File: src/hdl/usb_midi_descriptor_scanner_macros.svh
// assertion macros for the usb midi descriptor scanner
// used by the top level; no other dependencies
`ifndef USB_MIDI_DESCRIPTOR_SCANNER_MACROS_SVH
`define USB_MIDI_DESCRIPTOR_SCANNER_MACROS_SVH

`ifndef SYNTHESIS
// same-cycle implication
`define MDS_ASSERT_NOW(lbl, clk, rst, ante, cons) \
  lbl: assert property (@(posedge clk) disable iff (rst) (ante) |-> (cons)) \
    else $error("usb midi descriptor scanner check failed");
// next-cycle implication
`define MDS_ASSERT_NEXT(lbl, clk, rst, ante, cons) \
  lbl: assert property (@(posedge clk) disable iff (rst) (ante) |=> (cons)) \
    else $error("usb midi descriptor scanner check failed");
`else
`define MDS_ASSERT_NOW(lbl, clk, rst, ante, cons)
`define MDS_ASSERT_NEXT(lbl, clk, rst, ante, cons)
`endif

`endif

File: src/hdl/usb_mds_pkg.sv
// types and constants for the usb midi descriptor scanner
// no dependencies
package usb_mds_pkg;

  // descriptor types and field codes
  localparam logic [7:0] TYPE_INTERFACE = 8'h04;
  localparam logic [7:0] TYPE_ENDPOINT  = 8'h05;
  localparam logic [7:0] AUDIO_CLASS    = 8'h01;
  localparam logic [7:0] MIDI_SUBCLASS  = 8'h03;
  localparam logic [1:0] XFER_MASK      = 2'h3;
  localparam logic [1:0] XFER_BULK      = 2'h2;
  localparam int         DIR_IN_BIT     = 7;
  localparam logic [15:0] PACKET_RESET  = 16'd64;

  // byte offsets inside a descriptor
  localparam logic [7:0] POS_LENGTH   = 8'd0;
  localparam logic [7:0] POS_TYPE     = 8'd1;
  localparam logic [7:0] POS_IF_NUM   = 8'd2;
  localparam logic [7:0] POS_IF_CLASS = 8'd5;
  localparam logic [7:0] POS_IF_SUB   = 8'd6;
  localparam logic [7:0] POS_EP_ADDR  = 8'd2;
  localparam logic [7:0] POS_EP_ATTR  = 8'd3;
  localparam logic [7:0] POS_EP_LOW   = 8'd4;
  localparam logic [7:0] POS_EP_HIGH  = 8'd5;

  // result kinds
  localparam logic KIND_CLAIM  = 1'b0;
  localparam logic KIND_REPORT = 1'b1;

  // result queue geometry
  localparam int QDEPTH = 4;
  localparam int QPTR_W = 2;
  localparam int QCNT_W = 3;

  typedef struct packed {
    logic [7:0] desc_byte;
    logic       last_byte;
  } in_item_t;

  typedef struct packed {
    logic        kind;
    logic [7:0]  interface_number;
    logic        midi_found;
    logic [7:0]  endpoint_address;
    logic [15:0] max_packet;
    logic        ready_res;
    logic        last;
  } out_item_t;

  // results produced by one scan step
  typedef struct packed {
    logic [1:0] count;
    out_item_t  first;
    out_item_t  second;
  } step_res_t;

  // queue status towards the input side
  typedef struct packed {
    logic              room;
    logic [QCNT_W-1:0] fill;
  } q_status_t;

endpackage

File: src/hdl/usb_midi_descriptor_scanner.sv
// USB MIDI descriptor scanner. Descriptor bytes are taken one per clock
// into an input register; a held byte is scanned once the queue has room and
// its results (none, a claim, a report, or a claim then a report) go into
// a four-entry result queue. The scanner keeps taking one byte per cycle as
// long as the queue has room for two results; a byte that raises both a
// claim and a final report needs two output transfers, so the output side
// sets the rate then. No configuration and no clearing pass after reset.
// depends on usb_mds_pkg, usb_mds_scan, usb_mds_outq and the macros header
`include "usb_midi_descriptor_scanner_macros.svh"

module usb_midi_descriptor_scanner import usb_mds_pkg::*; (
  input  logic      clk,
  input  logic      rst,
  input  logic      desc_valid,
  output logic      desc_stall,
  input  in_item_t  desc_item,
  output logic      res_valid,
  input  logic      res_stall,
  output out_item_t res_item
);

  logic      hold_valid;
  in_item_t  hold_item;
  logic      step;
  step_res_t step_res;
  q_status_t q_status;

  // a held byte is scanned once the queue has room for two results
  assign step       = hold_valid && q_status.room;
  assign desc_stall = hold_valid && !q_status.room;

  // input register
  always_ff @(posedge clk) begin
    if (rst) begin
      hold_valid <= 1'b0;
    end else if (desc_valid && !desc_stall) begin
      hold_valid <= 1'b1;
    end else if (step) begin
      hold_valid <= 1'b0;
    end
  end

  always_ff @(posedge clk) begin
    if (desc_valid && !desc_stall) begin
      hold_item <= desc_item;
    end
  end

  usb_mds_scan u_scan (
    .clk  (clk),
    .rst  (rst),
    .step (step),
    .item (hold_item),
    .res  (step_res)
  );

  usb_mds_outq u_outq (
    .clk       (clk),
    .rst       (rst),
    .push      (step),
    .res       (step_res),
    .status    (q_status),
    .res_valid (res_valid),
    .res_stall (res_stall),
    .res_item  (res_item)
  );

  // checks
  `MDS_ASSERT_NOW(a_step_room, clk, rst, step, q_status.fill <= QCNT_W'(QDEPTH - 2))
  `MDS_ASSERT_NOW(a_report_last, clk, rst, res_valid && res_item.kind == KIND_REPORT, res_item.last)
  `MDS_ASSERT_NOW(a_claim_found, clk, rst, res_valid && res_item.kind == KIND_CLAIM, res_item.midi_found)
  `MDS_ASSERT_NEXT(a_hold_keeps, clk, rst, hold_valid && !step, hold_valid && $stable(hold_item))

endmodule

File: src/hdl/usb_mds_scan.sv
// descriptor scan state and per-byte update
// depends on usb_mds_pkg
module usb_mds_scan import usb_mds_pkg::*; (
  input  logic      clk,
  input  logic      rst,
  input  logic      step,
  input  in_item_t  item,
  output step_res_t res
);

  logic [7:0]  byte_pos, byte_pos_next;
  logic [7:0]  desc_length, desc_length_next;
  logic [7:0]  desc_type, desc_type_next;
  logic [7:0]  held_field_a, held_field_a_next;
  logic [7:0]  held_field_b, held_field_b_next;
  logic [7:0]  held_low_byte, held_low_byte_next;
  logic        found_flag, found_flag_next;
  logic        stopped_flag, stopped_flag_next;
  logic [7:0]  midi_interface, midi_interface_next;
  logic [7:0]  midi_endpoint, midi_endpoint_next;
  logic [15:0] endpoint_packet, endpoint_packet_next;

  logic        claim;
  logic [7:0]  b;
  logic [8:0]  pos_inc;
  out_item_t   claim_res, report_res;

  assign b = item.desc_byte;

  // per-byte field extraction
  always_comb begin
    byte_pos_next        = byte_pos;
    desc_length_next     = desc_length;
    desc_type_next       = desc_type;
    held_field_a_next    = held_field_a;
    held_field_b_next    = held_field_b;
    held_low_byte_next   = held_low_byte;
    found_flag_next      = found_flag;
    stopped_flag_next    = stopped_flag;
    midi_interface_next  = midi_interface;
    midi_endpoint_next   = midi_endpoint;
    endpoint_packet_next = endpoint_packet;
    claim                = 1'b0;
    pos_inc              = '0;

    if (!stopped_flag) begin
      if (byte_pos == POS_LENGTH) begin
        desc_length_next = b;
        desc_type_next   = '0;
        if (b == 8'd0) begin
          stopped_flag_next = 1'b1;
        end
      end else if (byte_pos == POS_TYPE) begin
        desc_type_next = b;
      end else if (desc_type == TYPE_INTERFACE) begin
        if (byte_pos == POS_IF_NUM) begin
          held_field_a_next = b;
        end else if (byte_pos == POS_IF_CLASS) begin
          held_field_b_next = b;
        end else if (byte_pos == POS_IF_SUB) begin
          held_low_byte_next = b;
          if (held_field_b == AUDIO_CLASS && b == MIDI_SUBCLASS) begin
            midi_interface_next = held_field_a;
            found_flag_next     = 1'b1;
            claim               = 1'b1;
          end
        end
      end else if (desc_type == TYPE_ENDPOINT) begin
        if (byte_pos == POS_EP_ADDR) begin
          held_field_a_next = b;
        end else if (byte_pos == POS_EP_ATTR) begin
          held_field_b_next = b;
        end else if (byte_pos == POS_EP_LOW) begin
          held_low_byte_next = b;
        end else if (byte_pos == POS_EP_HIGH) begin
          if (found_flag && (held_field_b[1:0] & XFER_MASK) == XFER_BULK &&
              held_field_a[DIR_IN_BIT]) begin
            midi_endpoint_next   = held_field_a;
            endpoint_packet_next = {b, held_low_byte};
          end
        end
      end
      // advance within the descriptor, wrap at its length
      if (!stopped_flag_next) begin
        pos_inc = {1'b0, byte_pos} + 9'd1;
        if (pos_inc >= {1'b0, desc_length_next}) begin
          byte_pos_next = '0;
        end else begin
          byte_pos_next = pos_inc[7:0];
        end
      end
    end

    // claim result carries the endpoint fields as they stand
    claim_res.kind             = KIND_CLAIM;
    claim_res.interface_number = held_field_a;
    claim_res.midi_found       = 1'b1;
    claim_res.endpoint_address = midi_endpoint_next;
    claim_res.max_packet       = endpoint_packet_next;
    claim_res.ready_res        = (midi_endpoint_next != 8'd0);
    claim_res.last             = !item.last_byte;

    // report uses the state after this byte
    report_res.kind             = KIND_REPORT;
    report_res.interface_number = midi_interface_next;
    report_res.midi_found       = found_flag_next;
    report_res.endpoint_address = midi_endpoint_next;
    report_res.max_packet       = endpoint_packet_next;
    report_res.ready_res        = found_flag_next && (midi_endpoint_next != 8'd0);
    report_res.last             = 1'b1;

    // end of set clears the scan for the next one, but for midi_interface and endpoint_packet
    if (item.last_byte) begin
      byte_pos_next      = '0;
      desc_length_next   = '0;
      desc_type_next     = '0;
      held_field_a_next  = '0;
      held_field_b_next  = '0;
      held_low_byte_next = '0;
      found_flag_next    = 1'b0;
      stopped_flag_next  = 1'b0;
      midi_endpoint_next = '0;
    end

    res.count  = {1'b0, claim} + {1'b0, item.last_byte};
    res.first  = claim ? claim_res : report_res;
    res.second = report_res;
  end

  // scan state registers
  always_ff @(posedge clk) begin
    if (rst) begin
      byte_pos        <= '0;
      desc_length     <= '0;
      desc_type       <= '0;
      held_field_a    <= '0;
      held_field_b    <= '0;
      held_low_byte   <= '0;
      found_flag      <= 1'b0;
      stopped_flag    <= 1'b0;
      midi_interface  <= '0;
      midi_endpoint   <= '0;
      endpoint_packet <= PACKET_RESET;
    end else if (step) begin
      byte_pos        <= byte_pos_next;
      desc_length     <= desc_length_next;
      desc_type       <= desc_type_next;
      held_field_a    <= held_field_a_next;
      held_field_b    <= held_field_b_next;
      held_low_byte   <= held_low_byte_next;
      found_flag      <= found_flag_next;
      stopped_flag    <= stopped_flag_next;
      midi_interface  <= midi_interface_next;
      midi_endpoint   <= midi_endpoint_next;
      endpoint_packet <= endpoint_packet_next;
    end
  end

endmodule

File: src/hdl/usb_mds_outq.sv
// small result queue: takes up to two results a cycle, gives one while res_stall is low
// depends on usb_mds_pkg
module usb_mds_outq import usb_mds_pkg::*; (
  input  logic      clk,
  input  logic      rst,
  input  logic      push,
  input  step_res_t res,
  output q_status_t status,
  output logic      res_valid,
  input  logic      res_stall,
  output out_item_t res_item
);

  out_item_t         slots [QDEPTH];
  logic [QPTR_W-1:0] wr_ptr, rd_ptr;
  logic [QCNT_W-1:0] fill, fill_next;
  logic [QCNT_W-1:0] push_cnt;
  logic              pop;
  logic [QPTR_W-1:0] wr_ptr_inc;

  assign push_cnt   = push ? QCNT_W'(res.count) : '0;
  assign pop        = res_valid && !res_stall;
  assign wr_ptr_inc = wr_ptr + QPTR_W'(1);
  assign fill_next  = fill + push_cnt - QCNT_W'(pop);

  assign res_valid     = (fill != '0);
  assign res_item      = slots[rd_ptr];
  assign status.fill   = fill;
  assign status.room   = (fill <= QCNT_W'(QDEPTH - 2));

  // pointers and fill level
  always_ff @(posedge clk) begin
    if (rst) begin
      wr_ptr <= '0;
      rd_ptr <= '0;
      fill   <= '0;
    end else begin
      wr_ptr <= wr_ptr + push_cnt[QPTR_W-1:0];
      if (pop) begin
        rd_ptr <= rd_ptr + QPTR_W'(1);
      end
      fill <= fill_next;
    end
  end

  // result storage
  always_ff @(posedge clk) begin
    if (push && res.count != 2'd0) begin
      slots[wr_ptr] <= res.first;
    end
    if (push && res.count == 2'd2) begin
      slots[wr_ptr_inc] <= res.second;
    end
  end

endmodule
File: config.mk
export PLATFORM = sky130hd
export DESIGN_NAME = usb_midi_descriptor_scanner
export DESIGN_NICKNAME = d
export VERILOG_FILES = /design/src/hdl/usb_mds_pkg.sv /design/src/hdl/usb_midi_descriptor_scanner.sv /design/src/hdl/usb_mds_scan.sv /design/src/hdl/usb_mds_outq.sv
export VERILOG_INCLUDE_DIRS = /design/src /design/src/hdl
export SDC_FILE = /design/constraint.sdc
export NUM_CORES = 1
export LEC_CHECK = 0
export ABC_AREA = 1
export BUFFER_PORTS_ARGS = -buffer_cell sky130_fd_sc_hd__buf_2
export CORE_MARGIN = 2
export CORE_UTILIZATION = 30
export DETAILED_ROUTE_END_ITERATION = 8
export PLACE_DENSITY = 0.44
export SLEW_MARGIN = 20
export SYNTH_ARGS = -nofsm -noshare
export SYNTH_HDL_FRONTEND = slang
export SYNTH_HIERARCHICAL = 1
export SYNTH_SLANG_ARGS = --single-unit
File: constraint.sdc
create_clock -name clk -period 4.45 [get_ports clk]
set_clock_uncertainty 0.15 [all_clocks]
set_input_delay 0.6675 -clock clk [delete_from_list [all_inputs] [get_ports clk]]
set_output_delay 0.6675 -clock clk [all_outputs]
set_load 0.02 [all_outputs]
# == Word level (Yosys, flattened, before mapping) ==
# Memories as Yosys holds them, arrays and structs flattened. A register that Yosys moved wholly into a read port is not among the register bits.
# Cells that the tools add are included.
# op_classes
n_addsub,7
magnitude_cmp,2
eq_ne,22
muxes,102
n_reduce_logical,30
# op_table
op,count
2-to-1 mux 8 bit,60
2-to-1 mux 16 bit,10
== test 8 x 3 -> 1 bit (second input constant),5
2-to-1 mux 36 bit,1
2-to-1 mux 1 bit,28
== test 8 x 2 -> 1 bit (second input constant),3
== test 8 x 1 -> 1 bit (second input constant),2
logical NOT 8 bit,2
inequality test 3 bit (second input constant),5
nonzero test 3 bit,5
AND reduction 11 bit,1
logical AND 1 bit,10
adder 8 x 1 -> 9 bit (second input constant),1
>= comparator 9 x 8 -> 1 bit,1
AND reduction 9 bit,1
inequality test 2 bit (second input constant),4
nonzero test 8 bit,1
2-to-1 mux 2 bit,3
AND reduction 3 bit,2
AND reduction 5 bit,1
adder 2 x 1 -> 2 bit (second input constant),2
== test 2 bit (second input constant),2
logical NOT 1 bit,4
nonzero test 2 bit,2
other kinds (7),7
# word_totals
register_bits,99
ram_bits,144
word_cells,181
memories,1
# mem_list
name,words,word_bits,read_ports,rd_ports_with_merged_regs,wr,line_no,text
u_outq.slots,4,36,1,1,2,usb_mds_outq.sv:14,out_item_t slots [QDEPTH];

# == Depth between registers and ports, before layout ==
# depth
depth_word,16
ltp_mapped,17

# == By module ==
# Netlist, hierarchy kept.
# by_module_without_submodules
module,instances,cells_per_inst,area_per_inst_um2
usb_mds_outq,1,780,7767.4
usb_mds_scan,1,758,4981.0
usb_midi_descriptor_scanner,1,18,326.6

# == Least setup slack after synthesis ==
# No wires, ideal clock.
# synth_path
path_type,register to register
startpoint,register u_scan.byte_pos[0]
endpoint,memory u_outq/slots[1][0] (netlist name) (enable)
arrival_ns,2.805
required_time_ns,3.906
path_slack_ns,1.101
path_stages_with_launch,12
path_buffers,1
synth_period_minus_slack_ns,3.349
path_cell_list,dfxtp_1 > inv_1 > ha_1 > nand3_1 > inv_1 > nand3_1 > clkinv_1 > ha_1 > nor2_8 > nand2_4 > buf_6 > nand2_1
# synth_lines
item,line_no,text
start: declaration,usb_mds_scan.sv:11,"logic [7:0] byte_pos, byte_pos_next;"
start signal: assignment,usb_mds_scan.sv:145,byte_pos <= byte_pos_next;
end: declaration,usb_mds_outq.sv:14,

==> flow_summary.rst <==
.. list-table::
   :header-rows: 1

   * - Metric
     - Value
   * - Worst hold slack
     - 0.1338 ns
   * - Global-route usage over all layers
     - 15.28%
   * - Top Layer Used
     - met4
   * - Worst Setup Path Type
     - reg2reg
   * - Wire length on met1
     - 16390 um
   * - Setup fix buffers added after clock tree synthesis
     - 0
   * - Worst min-delay path category
     - in2reg
   * - FF-to-FF End
     - u_outq/slots[1][31]$_DFFE_PP_
   * - CTS tree
     - yes
   * - Total length of routed wires
     - 34170 um
   * - Remaining global-route overflow
     - 0
   * - Endpoint required time on the critical path
     - 4.59 ns
   * - Max-slew headroom at the worst pin
     - 37.65%
   * - Num CTS Buffers
     - 30
   * - Clock network latency to the later pin of the worst-skew pair
     - 0.56 ns
   * - Most frequently used cell type in the post-synthesis netlist
     - sky130_fd_sc_hd__nand2_1
   * - Most frequent cells after synthesis
     - sky130_fd_sc_hd__nand2_1, sky130_fd_sc_hd__nor2_1, sky130_fd_sc_hd__inv_1
   * - Number of cells produced by synthesis
     - 1556
   * - Crit Reg-Reg Startpoint
     - u_scan/byte_pos[0]$_SDFFE_PP0P_
   * - Net count of the finished layout
     - 1564
   * - Hold path startpoint
     - desc_item[5]
   * - Final period utilization
     - 80.60%
   * - Clock-pin slew on the worst setup and hold paths
     - 0.06 ns
   * - Tmin final
     - 3.587 ns
   * - Static Leakage
     - 5.648 nW
   * - Sinks on Clock Net
     - 245
   * - Final-report max-slew violation count
     - 0
   * - Hpwl dp
     - 21730 um
   * - Count of inserted antenna diode cells
     - 0
   * - Category of the worst setup path launch point
     - flip-flop
   * - Iteration count of the initial detailed-routing pass
     - 5
   * - Count of input and output buffers
     - 50
   * - # Max-Cap Violations
     - 0
   * - Number of vias per cell after detailed routing
     - 4.604
   * - Vias in the first global route
     - 9259
   * - Gp weighted congestion
     - 0.7761
   * - Biggest area contributors in the synthesized netlist
     - sky130_fd_sc_hd__edfxtp_1, sky130_fd_sc_hd__dfxtp_1, sky130_fd_sc_hd__nand2_1
   * - Delay of the slowest cell on the worst path
     - 0.47 ns
   * - Crit path max-delay cell type
     - sky130_fd_sc_hd__ha_1
   * - Number of DRC violations after detailed-routing iteration 0
     - 611
   * - Number of setup violations in the final report
     - 0
   * - Highest achievable clock rate
     - 0.2788 GHz
   * - Layout Cell Area excl Fill
     - 14280 um^2
   * - Most frequently used flop master after synthesis
     - sky130_fd_sc_hd__edfxtp_1
   * - Summed instance area of the synthesized netlist
     - 13080 um^2
   * - Wire length of the first global-routing pass
     - 53710 um
   * - Number of hold buffers added after CTS
     - 0
   * - Transition time at the pin with the least slew margin
     - 0.9352 ns
   * - Setup Total Neg Slack
     - 0 ns
   * - Hold Crit Depth
     - 1
   * - CP Cell Sequence
     - inv_1, ha_1, nand3_1, inv_1, nand3_1, buf_4, clkinv_1, ha_1, nand2_1, nand2_1, nand2_1, nand2_2, buf_4
   * - Hold Path End
     - hold_item[5]$_DFFE_PP_
   * - Count of standard-cell rows
     - 76
   * - Post-detailed-route DRC marker count
     - 0
   * - H-tree level count
     - 1
   * - Average wire per standard cell
     - 15.97 um
   * - Kind of end point of the critical path
     - flip-flop
   * - FF+latch count, synth
     - 245
   * - Avg Inst Size Synth
     - 8.403 um^2
   * - Worst-path maximum fanout
     - 18
   * - Total of cells resized after clock tree synthesis
     - 0
   * - Worst-case reg-to-reg path depth
     - 13
   * - Outcome
     - finished clean
   * - Initial cell density of the core
     - 30.35%
   * - Area share of the leading cell type in the synthesized netlist
     - 35.14%
   * - Ys Warns
     - 6
   * - Die area
     - 45270 um^2
   * - Met2 wirelength from detailed routing
     - 15720 um
   * - Crit path arrival time
     - 3.73 ns
   * - Post-Place Cell Area
     - 13300 um^2
   * - Sequential-to-total area share from yosys stat
     - 49.22%
   * - Number of nets with antenna violations after detailed routing
     - 0
   * - Chip height
     - 212.8 um
   * - Number of hold violations in the final report
     - 0
   * - Total met3 wirelength after detailed routing
     - 1331 um
   * - Clock Tree Buf Depth
     - 3
   * - RSZ-0062 raised after global routing
     - false
   * - P per Cell Area
     - 467.0 nW/um^2
   * - Area growth, synth to finish
     - 9.244%
   * - Worst IR drop on VDD
     - 264.5 uV
   * - Count of unique library cells instantiated by Yosys
     - 43
   * - Layout cell share with drive strength beyond 1
     - 13.70%
   * - Width of the die
     - 212.8 um
   * - Async set or reset register ratio after synthesis
     - 0%
   * - CTS Root Buffer Type
     - sky130_fd_sc_hd__clkbuf_16
   * - Largest area contributor in the synthesized netlist
     - sky130_fd_sc_hd__edfxtp_1
   * - R2R setup slack
     - 0.86 ns
   * - Initial antenna violation count
     - 0
   * - Number of enable flip-flop cells after synthesis
     - 153
   * - Area of the core
     - 43080 um^2
   * - I/O pin total
     - 51
   * - Dominant cell type by count on the critical path
     - sky130_fd_sc_hd__nand2_1
   * - Pin count of the biggest net entering global routing
     - 73
   * - Detailed-route via count
     - 9853
cells in the final DEF, fill, tap and decap left out, types with 5 or more instances in the layout:
cell type / count
sky130_fd_sc_hd__ha_1: 18
sky130_fd_sc_hd__a211oi_1: 6
sky130_fd_sc_hd__inv_2: 7
sky130_fd_sc_hd__nand2_4: 8
sky130_fd_sc_hd__buf_2: 50
sky130_fd_sc_hd__nand3b_1: 6
sky130_fd_sc_hd__o21ai_0: 96
sky130_fd_sc_hd__nand3_1: 49
sky130_fd_sc_hd__inv_1: 156
sky130_fd_sc_hd__o21ai_1: 117
sky130_fd_sc_hd__nand2_1: 321
sky130_fd_sc_hd__nand2_2: 7
sky130_fd_sc_hd__nor2_2: 9
sky130_fd_sc_hd__nor3_1: 5
sky130_fd_sc_hd__a21oi_1: 49
sky130_fd_sc_hd__o21ai_2: 54
sky130_fd_sc_hd__clkinv_1: 8
sky130_fd_sc_hd__edfxtp_1: 153
sky130_fd_sc_hd__nand4_1: 12
sky130_fd_sc_hd__xor2_1: 6
sky130_fd_sc_hd__clkbuf_16: 30
sky130_fd_sc_hd__clkinv_2: 8
sky130_fd_sc_hd__o22ai_1: 42
sky130_fd_sc_hd__buf_4: 20
sky130_fd_sc_hd__nor2_1: 194
sky130_fd_sc_hd__dfxtp_1: 91
worst max-delay path, delay by kind of cell, from the launching register on:
kind          cells  cell delay (ns)
flops             1             0.45
buf+inv           5             0.99
fa+ha+maj         2             0.70
simple gates      6             1.01
registers in the layout (all words and copies together), names as in the netlist, named ones only:
name and cells:
u_outq/slots 144, u_scan/endpoint_packet 16, hold_item 9, u_scan/byte_pos 8
u_scan/desc_length 8, u_scan/desc_type 8, u_scan/held_field_a 8, u_scan/held_field_b 8
u_scan/held_low_byte 8, u_scan/midi_endpoint 8, u_scan/midi_interface 8, u_outq/fill 3
u_outq/rd_ptr 2, u_outq/wr_ptr 2, hold_valid 1, u_scan/found_flag 1
u_scan/stopped_flag 1
metal layers:
metal,global-route usage [%],vias up
met3,2.191,43
met5,0,-
met4,3.714,0
met1,20.94,4578
met2,25.39,156
li1,-,5076
metrics by stage:
step / setup slack [ns] / power (mW) / utilization [%] / instances
5_1_grt: 0.5615 / 7.056 / 33.16 / 2140
4_1_cts: 0.8108 / 6.778 / 33.16 / 2140
3_3_place_gp: 0.8952 / 4.283 / 30.86 / 2085
6_report: 0.8633 / 6.670 / 33.16 / 2140
3_5_place_dp: 0.7713 / 4.299 / 30.86 / 2085
2_1_floorplan: 1.101 / 3.876 / - / 1557
layout make-up:
| class | instances | area, um^2 |
|---|---|---|
| inverter | 164 | 615.6 |
| multi-input combinational | 1020 | 5090 |
| clock buffer | 34 | 785.8 |
| timing repair buffer | 71 | 420.4 |
| tap | 585 | 732.0 |
| fill | 4524 | 28790 |
| sequential | 245 | 6437 |
| clock inverter | 21 | 202.7 |
cells by family (layout without fill, tap and decap cells):
logic type | Yosys count | in the layout | share of synthesized area [%]
flops | 245 | 245 | 49.22
other cells | 1 | 2 | 0.02868
fa+ha+maj | 19 | 19 | 1.876
compound gates | 368 | 368 | 16.26
simple gates | 625 | 625 | 20.26
xor+xnor | 6 | 6 | 0.4019
buf+inv | 292 | 290 | 11.95
power breakdown:
| part | internal [mW] | total [mW] | switching [mW] | leakage [nW] |
|---|---|---|---|---|
| clock | 1.44 | 2.45 | 1.01 | 0.487 |
| combinational | 0.476 | 1.58 | 1.10 | 2.99 |
| sequential | 2.58 | 2.65 | 0.0696 | 2.17 |
| total | 4.49 | 6.67 | 2.18 | 5.65 |
worst max path at each step:
stage                                               start                            end  cells past startpoint
after floorplan           u_scan/byte_pos[0]$_SDFFE_PP0P_   u_outq/slots[1][0]$_DFFE_PP_                     11
after global placement    u_scan/byte_pos[0]$_SDFFE_PP0P_  u_outq/slots[3][12]$_DFFE_PP_                     13
after detailed placement  u_scan/byte_pos[0]$_SDFFE_PP0P_  u_outq/slots[1][30]$_DFFE_PP_                     13
after CTS                 u_scan/byte_pos[0]$_SDFFE_PP0P_  u_outq/slots[1][30]$_DFFE_PP_                     13
after global routing      u_scan/byte_pos[0]$_SDFFE_PP0P_  u_outq/slots[1][24]$_DFFE_PP_                     13
final                     u_scan/byte_pos[0]$_SDFFE_PP0P_  u_outq/slots[1][31]$_DFFE_PP_                     13
Note: power is estimated with default switching activity, not from simulation.
